**config.mk**
```make
export PLATFORM = sky130hd
export DESIGN_NAME = lottery_slot_selector
export DESIGN_NICKNAME = d
export VERILOG_FILES = /design/src/hdl/lss_pkg.sv /design/src/hdl/lss_ram.sv /design/src/hdl/lss_mod_unit.sv /design/src/hdl/lottery_slot_selector.sv
export SDC_FILE = /design/constraint.sdc
export NUM_CORES = 1
export LEC_CHECK = 0
export BUFFER_PORTS_ARGS = -buffer_cell sky130_fd_sc_hd__buf_2
export CAP_MARGIN = 15
export CORE_UTILIZATION = 48
export CTS_BUF_LIST = sky130_fd_sc_hd__clkbuf_8
export DETAILED_ROUTE_END_ITERATION = 12
export HOLD_SLACK_MARGIN = 0.05
export PLACE_DENSITY = 0.73
export REMOVE_ABC_BUFFERS = 1
export SYNTH_ARGS = -nofsm -noshare
export SYNTH_HDL_FRONTEND = slang
export SYNTH_SLANG_ARGS = --single-unit
```
**constraint.sdc**
```tcl
create_clock -name clk -period 8.3 [get_ports clk]
set_input_delay 1.66 -clock clk [delete_from_list [all_inputs] [get_ports clk]]
set_output_delay 1.66 -clock clk [all_outputs]
set_load 0.02 [all_outputs]
```
**src/hdl/lss_pkg.sv**
```systemverilog
// lottery slot selector: shared types, codes and defaults
`timescale 1ns / 1ps

package lss_pkg;

	// default sizes for the top-level parameters
	localparam int SLOTS_DEF       = 8;
	localparam int TICKET_BITS_DEF = 16;

	// fixed field widths of the request and response words
	localparam int OPCODE_W  = 2;
	localparam int SLOT_W    = 3;
	localparam int TICKETS_W = 16;
	localparam int RANDOM_W  = 32;
	localparam int STATUS_W  = 3;
	localparam int LIVE_W    = 4;

	// opcodes
	localparam logic [OPCODE_W-1:0] OP_LOAD   = 2'd0;
	localparam logic [OPCODE_W-1:0] OP_FINISH = 2'd1;
	localparam logic [OPCODE_W-1:0] OP_DRAW   = 2'd2;

	// response status codes
	localparam logic [STATUS_W-1:0] STAT_ACK    = 3'd0;
	localparam logic [STATUS_W-1:0] STAT_DRAWN  = 3'd1;
	localparam logic [STATUS_W-1:0] STAT_SINGLE = 3'd2;
	localparam logic [STATUS_W-1:0] STAT_NONE   = 3'd3;
	localparam logic [STATUS_W-1:0] STAT_ZERO   = 3'd4;

	// request word
	typedef struct packed {
		logic [OPCODE_W-1:0]  opcode;
		logic [SLOT_W-1:0]    slot;
		logic [TICKETS_W-1:0] tickets;
		logic [RANDOM_W-1:0]  random_value;
	} lss_req_t;

	// response word
	typedef struct packed {
		logic [STATUS_W-1:0] status;
		logic [SLOT_W-1:0]   chosen_slot;
		logic [LIVE_W-1:0]   live_count;
	} lss_rsp_t;

	// sequencer states
	typedef enum logic [2:0] {
		S_IDLE,
		S_DECODE,
		S_SUM,
		S_CHECK,
		S_DIV,
		S_PICK,
		S_REPLY
	} lss_state_t;

endpackage

```
**src/hdl/lss_ram.sv**
```systemverilog
// generic single-write, single-read ram with registered read data
`timescale 1ns / 1ps

module lss_ram #(
	parameter int WIDTH = 16,
	parameter int DEPTH = 8
) (
	input  logic                     clk,
	input  logic                     we,
	input  logic [$clog2(DEPTH)-1:0] waddr,
	input  logic [WIDTH-1:0]         wdata,
	input  logic [$clog2(DEPTH)-1:0] raddr,
	output logic [WIDTH-1:0]         rdata
);

	logic [WIDTH-1:0] mem_q [DEPTH];

	// write port
	always_ff @(posedge clk) begin
		if (we) begin
			mem_q[waddr] <= wdata;
		end
	end

	// registered read port
	always_ff @(posedge clk) begin
		rdata <= mem_q[raddr];
	end

endmodule

```
**src/hdl/lss_mod_unit.sv**
```systemverilog
// restoring remainder unit, one dividend bit per cycle
`timescale 1ns / 1ps

module lss_mod_unit #(
	parameter int DIVIDEND_W = 32,
	parameter int DIVISOR_W  = 19
) (
	input  logic                  clk,
	input  logic                  arst_n,
	input  logic                  start,
	input  logic [DIVIDEND_W-1:0] dividend,
	input  logic [DIVISOR_W-1:0]  divisor,
	output logic                  done,
	output logic [DIVISOR_W-1:0]  remainder
);

	localparam int CNT_W = $clog2(DIVIDEND_W + 1);

	logic                  busy_q;
	logic                  done_q;
	logic [CNT_W-1:0]      cnt_q;
	logic [DIVIDEND_W-1:0] dq_q;
	logic [DIVISOR_W-1:0]  dv_q;
	logic [DIVISOR_W-1:0]  rem_q;
	logic [DIVISOR_W:0]    trial;
	logic [DIVISOR_W:0]    rem_next;

	// shift in the next dividend bit and subtract when it fits
	always_comb begin
		trial = {rem_q, dq_q[DIVIDEND_W-1]};
		if (trial >= {1'b0, dv_q}) begin
			rem_next = trial - {1'b0, dv_q};
		end else begin
			rem_next = trial;
		end
	end

	// step control
	always_ff @(posedge clk or negedge arst_n) begin
		if (!arst_n) begin
			busy_q <= 1'b0;
			done_q <= 1'b0;
			cnt_q  <= '0;
		end else begin
			done_q <= 1'b0;
			if (start) begin
				busy_q <= 1'b1;
				cnt_q  <= CNT_W'(DIVIDEND_W);
			end else if (busy_q) begin
				cnt_q <= cnt_q - 1'b1;
				if (cnt_q == CNT_W'(1)) begin
					busy_q <= 1'b0;
					done_q <= 1'b1;
				end
			end
		end
	end

	// datapath
	always_ff @(posedge clk) begin
		if (start) begin
			dq_q  <= dividend;
			dv_q  <= divisor;
			rem_q <= '0;
		end else if (busy_q) begin
			dq_q  <= dq_q << 1;
			rem_q <= rem_next[DIVISOR_W-1:0];
		end
	end

	assign done      = done_q;
	assign remainder = rem_q;

endmodule

```
**src/hdl/lottery_slot_selector.sv**
```systemverilog
// lottery slot selector: top level with slot state, scan sequencer and reply register
//
//  channel | valid     | stall     | word
//  --------+-----------+-----------+------------------------------
//  request | req_valid | req_stall | req (opcode, slot, tickets, random_value)
//  reply   | rsp_valid | rsp_stall | rsp (status, chosen_slot, live_count)
//
// one item at a time: load, finish and unused opcodes pass through the decode and reply
// states before their reply is loaded, and the next request is then taken back in idle
// a draw makes two passes over the ticket ram (one slot read per cycle) around a
// 32-step remainder unit; shorter when no or one slot is live, when the pool is empty
// or when the pick lands early
// reset clears the live flags, live count, last winner and the reply valid
// req_stall is high from accept until the reply is loaded; a stalled reply holds its word
// and the next request can be taken while it waits

`timescale 1ns / 1ps

module lottery_slot_selector #(
	parameter int SLOTS       = lss_pkg::SLOTS_DEF,
	parameter int TICKET_BITS = lss_pkg::TICKET_BITS_DEF
) (
	input  logic              clk,
	input  logic              arst_n,
	input  logic              req_valid,
	output logic              req_stall,
	input  lss_pkg::lss_req_t req,
	output logic              rsp_valid,
	input  logic              rsp_stall,
	output lss_pkg::lss_rsp_t rsp
);

	localparam int IDX_W = $clog2(SLOTS);
	localparam int CNT_W = $clog2(SLOTS + 1);
	localparam int TOT_W = TICKET_BITS + IDX_W;

	lss_pkg::lss_state_t state_q, state_d;

	lss_pkg::lss_req_t                req_q;
	lss_pkg::lss_rsp_t                rsp_q;
	logic                             rsp_valid_q;
	logic [SLOTS-1:0]                 live_q;
	logic [lss_pkg::LIVE_W-1:0]       live_cnt_q;
	logic [lss_pkg::SLOT_W-1:0]       last_winner_q;
	logic                             win_vld_q;
	logic [CNT_W-1:0]                 cnt_q;
	logic [IDX_W-1:0]                 idx_s1;
	logic [IDX_W-1:0]                 single_q;
	logic [TOT_W-1:0]                 run_q;
	logic [TOT_W-1:0]                 pick_q;
	logic [lss_pkg::STATUS_W-1:0]     res_status_q;
	logic [lss_pkg::SLOT_W-1:0]       res_chosen_q;

	// control strobes from the sequencer
	logic                         do_load;
	logic                         do_finish;
	logic                         scan_clr;
	logic                         scan_step;
	logic                         res_set;
	logic [lss_pkg::STATUS_W-1:0] res_status_d;
	logic [lss_pkg::SLOT_W-1:0]   res_chosen_d;
	logic                         win_set;
	logic                         div_start;
	logic                         rsp_load;

	// datapath signals
	logic [IDX_W-1:0]       slot_idx;
	logic                   slot_ok;
	logic                   live_at_slot;
	logic [TICKET_BITS-1:0] tk_s1;
	logic                   proc_vld;
	logic                   elig_s1;
	logic [TOT_W-1:0]       run_sum;
	logic                   hit;
	logic                   div_done;
	logic [TOT_W-1:0]       div_rem;

	// slot decode for load and finish
	assign slot_idx     = IDX_W'(req_q.slot);
	assign slot_ok      = 32'(req_q.slot) < SLOTS;
	assign live_at_slot = live_q[slot_idx];

	// ticket ram, read once per cycle at the scan counter
	lss_ram #(
		.WIDTH (TICKET_BITS),
		.DEPTH (SLOTS)
	) u_tickets (
		.clk   (clk),
		.we    (do_load),
		.waddr (slot_idx),
		.wdata (TICKET_BITS'(req_q.tickets)),
		.raddr (cnt_q[IDX_W-1:0]),
		.rdata (tk_s1)
	);

	// eligibility and the shared running-sum adder
	assign proc_vld = cnt_q != '0;
	assign elig_s1  = live_q[idx_s1] &&
		!(win_vld_q && (32'(idx_s1) == 32'(last_winner_q)));
	assign run_sum  = run_q + TOT_W'(tk_s1);
	assign hit      = proc_vld && elig_s1 && (pick_q < run_sum);

	// remainder of the random word by the eligible ticket total
	lss_mod_unit #(
		.DIVIDEND_W (lss_pkg::RANDOM_W),
		.DIVISOR_W  (TOT_W)
	) u_mod (
		.clk       (clk),
		.arst_n    (arst_n),
		.start     (div_start),
		.dividend  (req_q.random_value),
		.divisor   (run_q),
		.done      (div_done),
		.remainder (div_rem)
	);

	// state register
	always_ff @(posedge clk or negedge arst_n) begin
		if (!arst_n) begin
			state_q <= lss_pkg::S_IDLE;
		end else begin
			state_q <= state_d;
		end
	end

	// next state and control strobes
	always_comb begin
		state_d      = state_q;
		req_stall    = 1'b1;
		do_load      = 1'b0;
		do_finish    = 1'b0;
		scan_clr     = 1'b0;
		scan_step    = 1'b0;
		res_set      = 1'b0;
		res_status_d = lss_pkg::STAT_ACK;
		res_chosen_d = '0;
		win_set      = 1'b0;
		div_start    = 1'b0;
		rsp_load     = 1'b0;
		unique case (state_q)
			lss_pkg::S_IDLE: begin
				req_stall = 1'b0;
				if (req_valid) begin
					state_d = lss_pkg::S_DECODE;
				end
			end
			lss_pkg::S_DECODE: begin
				res_set = 1'b1;
				state_d = lss_pkg::S_REPLY;
				unique case (req_q.opcode)
					lss_pkg::OP_LOAD: begin
						do_load = slot_ok;
					end
					lss_pkg::OP_FINISH: begin
						do_finish = slot_ok;
					end
					lss_pkg::OP_DRAW: begin
						if (live_cnt_q == '0) begin
							res_status_d = lss_pkg::STAT_NONE;
						end else begin
							scan_clr = 1'b1;
							state_d  = lss_pkg::S_SUM;
						end
					end
					default: begin
					end
				endcase
			end
			lss_pkg::S_SUM: begin
				scan_step = 1'b1;
				if (cnt_q == CNT_W'(SLOTS)) begin
					state_d = lss_pkg::S_CHECK;
				end
			end
			lss_pkg::S_CHECK: begin
				if (live_cnt_q == lss_pkg::LIVE_W'(1)) begin
					res_set      = 1'b1;
					res_status_d = lss_pkg::STAT_SINGLE;
					res_chosen_d = lss_pkg::SLOT_W'(single_q);
					win_set      = 1'b1;
					state_d      = lss_pkg::S_REPLY;
				end else if (run_q == '0) begin
					res_set      = 1'b1;
					res_status_d = lss_pkg::STAT_ZERO;
					state_d      = lss_pkg::S_REPLY;
				end else begin
					div_start = 1'b1;
					state_d   = lss_pkg::S_DIV;
				end
			end
			lss_pkg::S_DIV: begin
				if (div_done) begin
					scan_clr = 1'b1;
					state_d  = lss_pkg::S_PICK;
				end
			end
			lss_pkg::S_PICK: begin
				scan_step = 1'b1;
				if (hit) begin
					res_set      = 1'b1;
					res_status_d = lss_pkg::STAT_DRAWN;
					res_chosen_d = lss_pkg::SLOT_W'(idx_s1);
					win_set      = 1'b1;
					state_d      = lss_pkg::S_REPLY;
				end else if (cnt_q == CNT_W'(SLOTS)) begin
					state_d = lss_pkg::S_REPLY;
				end
			end
			lss_pkg::S_REPLY: begin
				if (!rsp_valid_q || !rsp_stall) begin
					rsp_load = 1'b1;
					state_d  = lss_pkg::S_IDLE;
				end
			end
			default: begin
				state_d = lss_pkg::S_IDLE;
			end
		endcase
	end

	// slot state: live flags, live count, last winner
	always_ff @(posedge clk or negedge arst_n) begin
		if (!arst_n) begin
			live_q        <= '0;
			live_cnt_q    <= '0;
			last_winner_q <= '0;
			win_vld_q     <= 1'b0;
		end else begin
			if (do_load) begin
				live_q[slot_idx] <= 1'b1;
				if (!live_at_slot) begin
					live_cnt_q <= live_cnt_q + 1'b1;
				end
			end
			if (do_finish) begin
				live_q[slot_idx] <= 1'b0;
				if (live_at_slot) begin
					live_cnt_q <= live_cnt_q - 1'b1;
				end
			end
			if (win_set) begin
				last_winner_q <= res_chosen_d;
				win_vld_q     <= 1'b1;
			end
		end
	end

	// scan counter
	always_ff @(posedge clk or negedge arst_n) begin
		if (!arst_n) begin
			cnt_q <= '0;
		end else if (scan_clr) begin
			cnt_q <= '0;
		end else if (scan_step) begin
			cnt_q <= cnt_q + 1'b1;
		end
	end

	// scan datapath: request capture, running sum, single live slot, picked value, result
	always_ff @(posedge clk) begin
		if (state_q == lss_pkg::S_IDLE && req_valid) begin
			req_q <= req;
		end
		if (scan_step) begin
			idx_s1 <= cnt_q[IDX_W-1:0];
		end
		if (scan_clr) begin
			run_q <= '0;
		end else if (scan_step && proc_vld && elig_s1) begin
			run_q <= run_sum;
		end
		if (state_q == lss_pkg::S_SUM && proc_vld && live_q[idx_s1]) begin
			single_q <= idx_s1;
		end
		if (state_q == lss_pkg::S_DIV && div_done) begin
			pick_q <= div_rem;
		end
		if (res_set) begin
			res_status_q <= res_status_d;
			res_chosen_q <= res_chosen_d;
		end
	end

	// reply register
	always_ff @(posedge clk or negedge arst_n) begin
		if (!arst_n) begin
			rsp_valid_q <= 1'b0;
		end else if (rsp_load) begin
			rsp_valid_q <= 1'b1;
		end else if (!rsp_stall) begin
			rsp_valid_q <= 1'b0;
		end
	end

	always_ff @(posedge clk) begin
		if (rsp_load) begin
			rsp_q.status      <= res_status_q;
			rsp_q.chosen_slot <= res_chosen_q;
			rsp_q.live_count  <= live_cnt_q;
		end
	end

	assign rsp_valid = rsp_valid_q;
	assign rsp       = rsp_q;

endmodule

```
* After elaboration in Yosys (flattened, before gate mapping) *
Memory sizes are Yosys's and may differ from the RTL's. A register that Yosys moved wholly into a read port is not among the register bits.
Index checks and enable logic that the tools add are counted.

cells by class
  add/subtract/negate cells = 6
  order comparisons = 5
  equality and inequality tests = 18
  multiplexer cells = 70
  bitwise logic cells = 3
  reductions and logical operators = 24

operator list
  cell                                                                    count
  32-bit 2-to-1 mux                                                       2
  3-bit 2-to-1 mux                                                        12
  1-bit 2-to-1 mux                                                        32
  4-bit 2-to-1 mux                                                        6
  3-bit case mux with 7 select lines                                      1
  20-bit by 19-bit greater-or-equal comparator with 1-bit output          1
  19-bit by 16-bit adder with 19-bit output                               1
  19-bit logical NOT                                                      1
  19-bit < comparator                                                     1
  19-bit 2-to-1 mux                                                       1
  19-bit subtractor                                                       1
  8-bit 2-to-1 mux                                                        2
  6-bit 2-to-1 mux                                                        2
  1-bit logical AND                                                       11
  3-bit equality test (second input constant)                             3
  3-bit case mux with 3 select lines                                      1
  4-bit by 1-bit adder with 4-bit output (second input constant)          2
  8-bit bitwise AND                                                       1
  3-bit by 4-bit < comparator with 1-bit output (second input constant)   2
  2-bit 2-to-1 mux                                                        4
  8-bit NOT                                                               1
  8-bit OR                                                                1
  1-bit binary-select mux with 3-bit select                               2
  3-bit by 2-bit equality test with 1-bit output (second input constant)  2
  other kinds (26)                                                        33

word-level totals
  bits in registers = 215
  memory bits (writable) = 128
  input bits = 57
  output and inout bits = 12
  logic and storage cells = 153
  memories kept = 1

memories
  memory           depth  width  read ports  clocked after memory_dff  wr ports  line           source
  u_tickets.mem_q  8      16     1           1                         1         lss_ram.sv:16  logic [WIDTH-1:0] mem_q [DEPTH];

* Longest topological paths before layout *
  depth after elaboration = 8
  depth in mapped cells = 17

* By module *
A second synthesis with hierarchy kept.

second synthesis, totals
  cell total of the unflattened synthesis = 1,117
  area, all modules = 15,976.6 um2

by module, submodules not included
  module                 instances  cells an instance  area an instance (um2)  seq. area each (um2)
  lottery_slot_selector  1          508                6,348.6                 3,803.6
  lss_ram                1          214                5,293.8                 4,164.0
  lss_mod_unit           1          395                4,334.2                 2,112.0

* Worst setup path before layout *
No wires, ideal clock.

  kind = input port to flip-flop
  start = input port req_valid
  end = register req_q[0] (netlist bit) (enable)
  library setup time = 0.595 ns
  arrival time = 6.707 ns
  required time = 7.705 ns
  setup slack = 0.998 ns
  cell stages on the path = 2
  path buffers = 0
  cells stage by stage = inv_1 -> nor4_1

between the ends
  word-level cells in the longest chain between the ends = 1

RTL lines
  what                  line                          source
  start, declared       lottery_slot_selector.sv:25   input logic req_valid,
  1-bit logical AND     lottery_slot_selector.sv:261  if (state_q == lss_pkg::S_IDLE && req_valid) begin
  end signal, assigned  lottery_slot_selector.sv:262  req_q <= req;
  end, declared         lottery_slot_selector.sv:39   lss_pkg::lss_req_t req_q;

Every way passes these cells.
A chain may end at the register's enable or synchronous reset.

* Final worst setup path *
  start = register run_q[0]
  end = register res_status_q[2] (netlist bit) (enable)

between the ends
  word-level cells in the longest chain between the ends = 5

RTL lines
  what                                       line                          source
  start, declared                            lottery_slot_selector.sv:49   logic [TOT_W-1:0] run_q;
  start signal, assigned                     lottery_slot_selector.sv:270  run_q <= run_sum;
  19-bit by 16-bit adder with 19-bit output  lottery_slot_selector.sv:100  assign run_sum = run_q + TOT_W'(tk_s1);
  19-bit < comparator                        lottery_slot_selector.sv:101  assign hit = proc_vld && elig_s1 && (pick_q < run_sum);
  1-bit logical AND                          lottery_slot_selector.sv:101
  1-bit 2-to-1 mux                           lottery_slot_selector.sv:199  if (hit) begin
  1-bit case mux with 3 select lines *       lottery_slot_selector.sv:140  unique case (state_q)
  named net res_set                          lottery_slot_selector.sv:59   logic res_set;
  end signal, assigned                       lottery_slot_selector.sv:279  res_status_q <= res_status_d;
  end, declared                              lottery_slot_selector.sv:51   logic [lss_pkg::STATUS_W-1:0] res_status_q;

Mark *: on every way through the listed nets, which the timed path passes. The rest lies on a longest branch.

==> flow_metrics.py <==
metrics = {
    "clocking": {
        "clkSinkCount": 359,
        "cts-resized-gates": 0,
        "cts_root_buffer": "clkbuf_8",
        "cts_tree": "yes",
        "post-cts-setup-buffer-count": 0,
        "cts_inserted_buffers": 58,
        "insertion_delay_ps": 610,
        "cts_hold_buf": 0,
        "clk_pin_slew_worst_paths_ps": 60,
        "ctsHtreeMaxLevel": 2,
        "cts_buffer_depth": 3,
    },
    "power_and_ir_drop": {
        "finalPower_mw": 6.43,
        "p_comb_share_pct": 34.5,
        "pwr-share-clk_pct": 24.4,
        "leakagePower_nw": 6.81,
        "peakVddDrop_mv": 0.209,
        "power.switching_mw": 2.21,
        "p_int_mw": 4.22,
        "sw_frac_of_total_pct": 34.4,
        "power_frac_seq_pct": 41.1,
        "powerDensity_nw_per_um2": 362,
    },
    "critical_path": {
        "end_kind": "flop",
        "crit_fanout": 6,
        "worstPathArrival_ps": 4530,
        "start_kind": "flop",
        "cp.required_ps": 8510,
        "regToRegSetupSlack_ps": 3990,
        "worst-setup-path-type": "flop to flop",
    },
    "placement": {
        "dpl_worst_slack_ps": 4010,
        "globalplace.congestion": 0.858,
        "hpwl_um": 20000,
        "placed_area_sq_um": 16500,
        "port_buffers": 68,
    },
    "grt": {
        "antenna_found_initial": 0,
        "grt_overflow": 0,
        "grt_pass1_wl_um": 49600,
        "grt_start_max_net_pins": 54,
        "track_usage_pct": 19.0,
        "grt_pass1_vias": 9672,
    },
    "floorplan": {
        "die_y_um": 183,
        "die_x_um": 183,
        "pin_count": 69,
        "dieArea_sq_um": 33400,
        "core_area_sq_um": 31900,
        "initial_core_util_pct": 49.2,
        "num_rows": 65,
    },
    "logic_synthesis": {
        "synth_cell_types": 71,
        "synth_edf_count": 273,
        "async_reset_ff_share_pct": 8.91,
        "ys_ff_latch": 359,
        "synth_top_family_by_area": "simple AND/OR/NAND/NOR gates",
        "synth_xor_xnor_area_share_pct": 2.23,
        "synth_top_cell_by_area": "edfxtp_1",
        "synth_area_leaders": "edfxtp_1 (52%), dfxtp_1 (6.9%), dfrtp_1 (5.1%)",
        "ys_warn_count": 0,
        "syn_area_per_cell_sq_um": 13.4,
        "synth_area_sq_um": 15700,
        "synth-compound-area-share_pct": 8.91,
        "synthCells": 1167,
        "yosysTopAreaCellShare_pct": 52.2,
        "synth.yosys.seq_area_share_pct": 64.2,
        "synth_flop_cell": "edfxtp_1",
        "synthMuxAreaShare_pct": 7.28,
        "synth-simple-area-share_pct": 9.89,
        "synth_fa_ha_area_share_pct": 5.12,
    },
    "sta": {
        "setup_viol": 0,
        "worst_slew_pin_slew_ps": 1110,
        "hold_viol_final": 0,
        "rsz0062_at_grt": "no",
        "fin_crit_ps": 4310,
        "fin_skew_ps": 37.0,
        "max-slew-margin-rel_pct": 25.7,
        "clock.fmax_mhz": 232,
        "slew_viol_final": 0,
        "finalSetupTns_ps": 0,
        "period_share_pct": 52.0,
        "setup_ws_ps": 3990,
    },
    "finish": {
        "layout_common_cells": "edfxtp_1 (273), nand2_1 (155), clkbuf_8 (69), buf_2 (68), ha_1 (61)",
        "drive_above_1_share_pct": 18.4,
        "fin_nets": 1385,
        "syn_to_final_growth_pct": 13.3,
        "final_design_area_no_fill_sq_um": 17800,
        "antenna_cells": 0,
        "fillers": 2561,
        "fin_util_pct": 55.8,
        "layout.cells.most_common": "edfxtp_1",
    },
    "route": {
        "drc": 0,
        "vias": 9518,
        "drt-total-wl_um": 30900,
        "wl_per_cell_um": 17.7,
        "first_iter_violations": 623,
        "antenna_left": 0,
        "drt_pre_antenna_iters": 5,
        "avgViaCountPerCell": 5.45,
    },
    "status": {
        "outcome": "finished, final reports clean",
    },
    "flow_run": {
        "maxCapViolations": 0,
    },
    "worst_hold_path": {
        "hold_path.class": "flop to flop",
    },
}
-- Yosys cell counts (all sizes together), types with 4 or more instances --
master,count
edfxtp,273
nand2,156
ha,61
o21ai,59
dfxtp,54
nor2,53
a21oi,46
inv,45
mux4,34
dfrtp,32
clkbuf,31
xnor2,24
mux2,20
nand3,20
nor3,20
a21o,17
buf,17
xor2,16
nand2b,15
a211oi,14
mux2i,14
o21a,13
a31oi,11
a41oi,10
nor3b,10
nor4,10
nor2b,9
or3,8
and2,7
nand4,7
o22a,6
or2,5
a211o,4
-- critical path, cell delays in order, from the launching register on --
cell and delay, ps:
dfxtp_1 370, ha_1 190, inv_1 60, fa_1 390
nor2b_1 160, o31a_1 200, a31o_2 210, nand2_1 80
o21ai_1 330, xnor2_1 170, ha_1 270, a21oi_1 170
nor2b_1 60, o21ai_0 120, or4b_4 510, a21o_1 210
a21oi_1 460
-- per-layer routing --
metal,track usage (%),vias up,routed length (um),part of all wire [%]
li1,-,4592,-,-
met1,25.6,4622,14200,46
met2,31.2,234,14400,47
met3,3.38,70,1490,4.8
met4,7.00,0,837,2.7
met5,0,-,0,0
-- sequential cells by signal (all words and copies together) (netlist names), 3 cells and up --
| register | cells |
|---|---|
| u_tickets.mem_q | 128 |
| req_q | 50 |
| u_mod.dq_q | 32 |
| pick_q | 19 |
| run_q | 19 |
| u_mod.dv_q | 19 |
| u_mod.remainder | 19 |
| u_tickets.rdata | 16 |
| rsp | 10 |
| live_q | 8 |
| u_mod.cnt_q | 6 |
| cnt_q | 4 |
| live_cnt_q | 4 |
| idx_s1 | 3 |
| last_winner_q | 3 |
| res_chosen_q | 3 |
| res_status_q | 3 |
| single_q | 3 |
| slot_idx | 3 |
| state_q | 3 |
-- metrics by stage --
step,cells,hold slack [ps]
after floorplan,1119,400
after global placement,1640,411
after detailed placement,1640,410
after CTS,1748,416
after global routing,1748,439
final,1748,424
-- worst paths after layout --
| kind | cells after the start | start | end |
|---|---|---|---|
| min | 0 | res_status_q[1] | rsp[8] |
| min reg2reg | 0 | res_status_q[1] | rsp[8] |
| max reg2reg | 16 | run_q[0] | res_status_q[2] |
| max | 16 | run_q[0] | res_status_q[2] |
| max in group asynchronous | 1 | arst_n | cnt_q[0] |
| min in group asynchronous | 1 | arst_n | cnt_q[1] |
-- logic make-up (layout without fill, tap and decap cells) --
kind of cell / Yosys count / count (layout)
flops: 359 / 359
simple gates: 332 / 332
compound gates: 212 / 212
buf+inv: 93 / 239
mux: 68 / 68
fa+ha+maj: 63 / 63
xor+xnor: 40 / 40
-- final cells by class --
| cell class | count | area (sq um) | share of cell area [%] |
|---|---|---|---|
| clock buffer | 69 | 950 | 5.34 |
| clock inverter | 39 | 288 | 1.62 |
| inverter | 45 | 169 | 0.950 |
| multi-input combinational | 715 | 5270 | 29.7 |
| sequential | 359 | 10100 | 56.7 |
| tap | 435 | 544 | 3.06 |
| timing repair buffer | 86 | 475 | 2.67 |
-- power groups by stage --
stage / clock (mW) / combinational (mW) / sequential, mW
2_1_floorplan: 0 / 1.65 / 2.67
3_3_place_gp: 0 / 2.15 / 2.66
3_5_place_dp: 0 / 2.22 / 2.67
4_1_cts: 1.61 / 2.23 / 2.64
5_1_grt: 1.68 / 2.50 / 2.69
6_report: 1.57 / 2.22 / 2.64
Note: power is estimated with default switching activity, not from simulation.
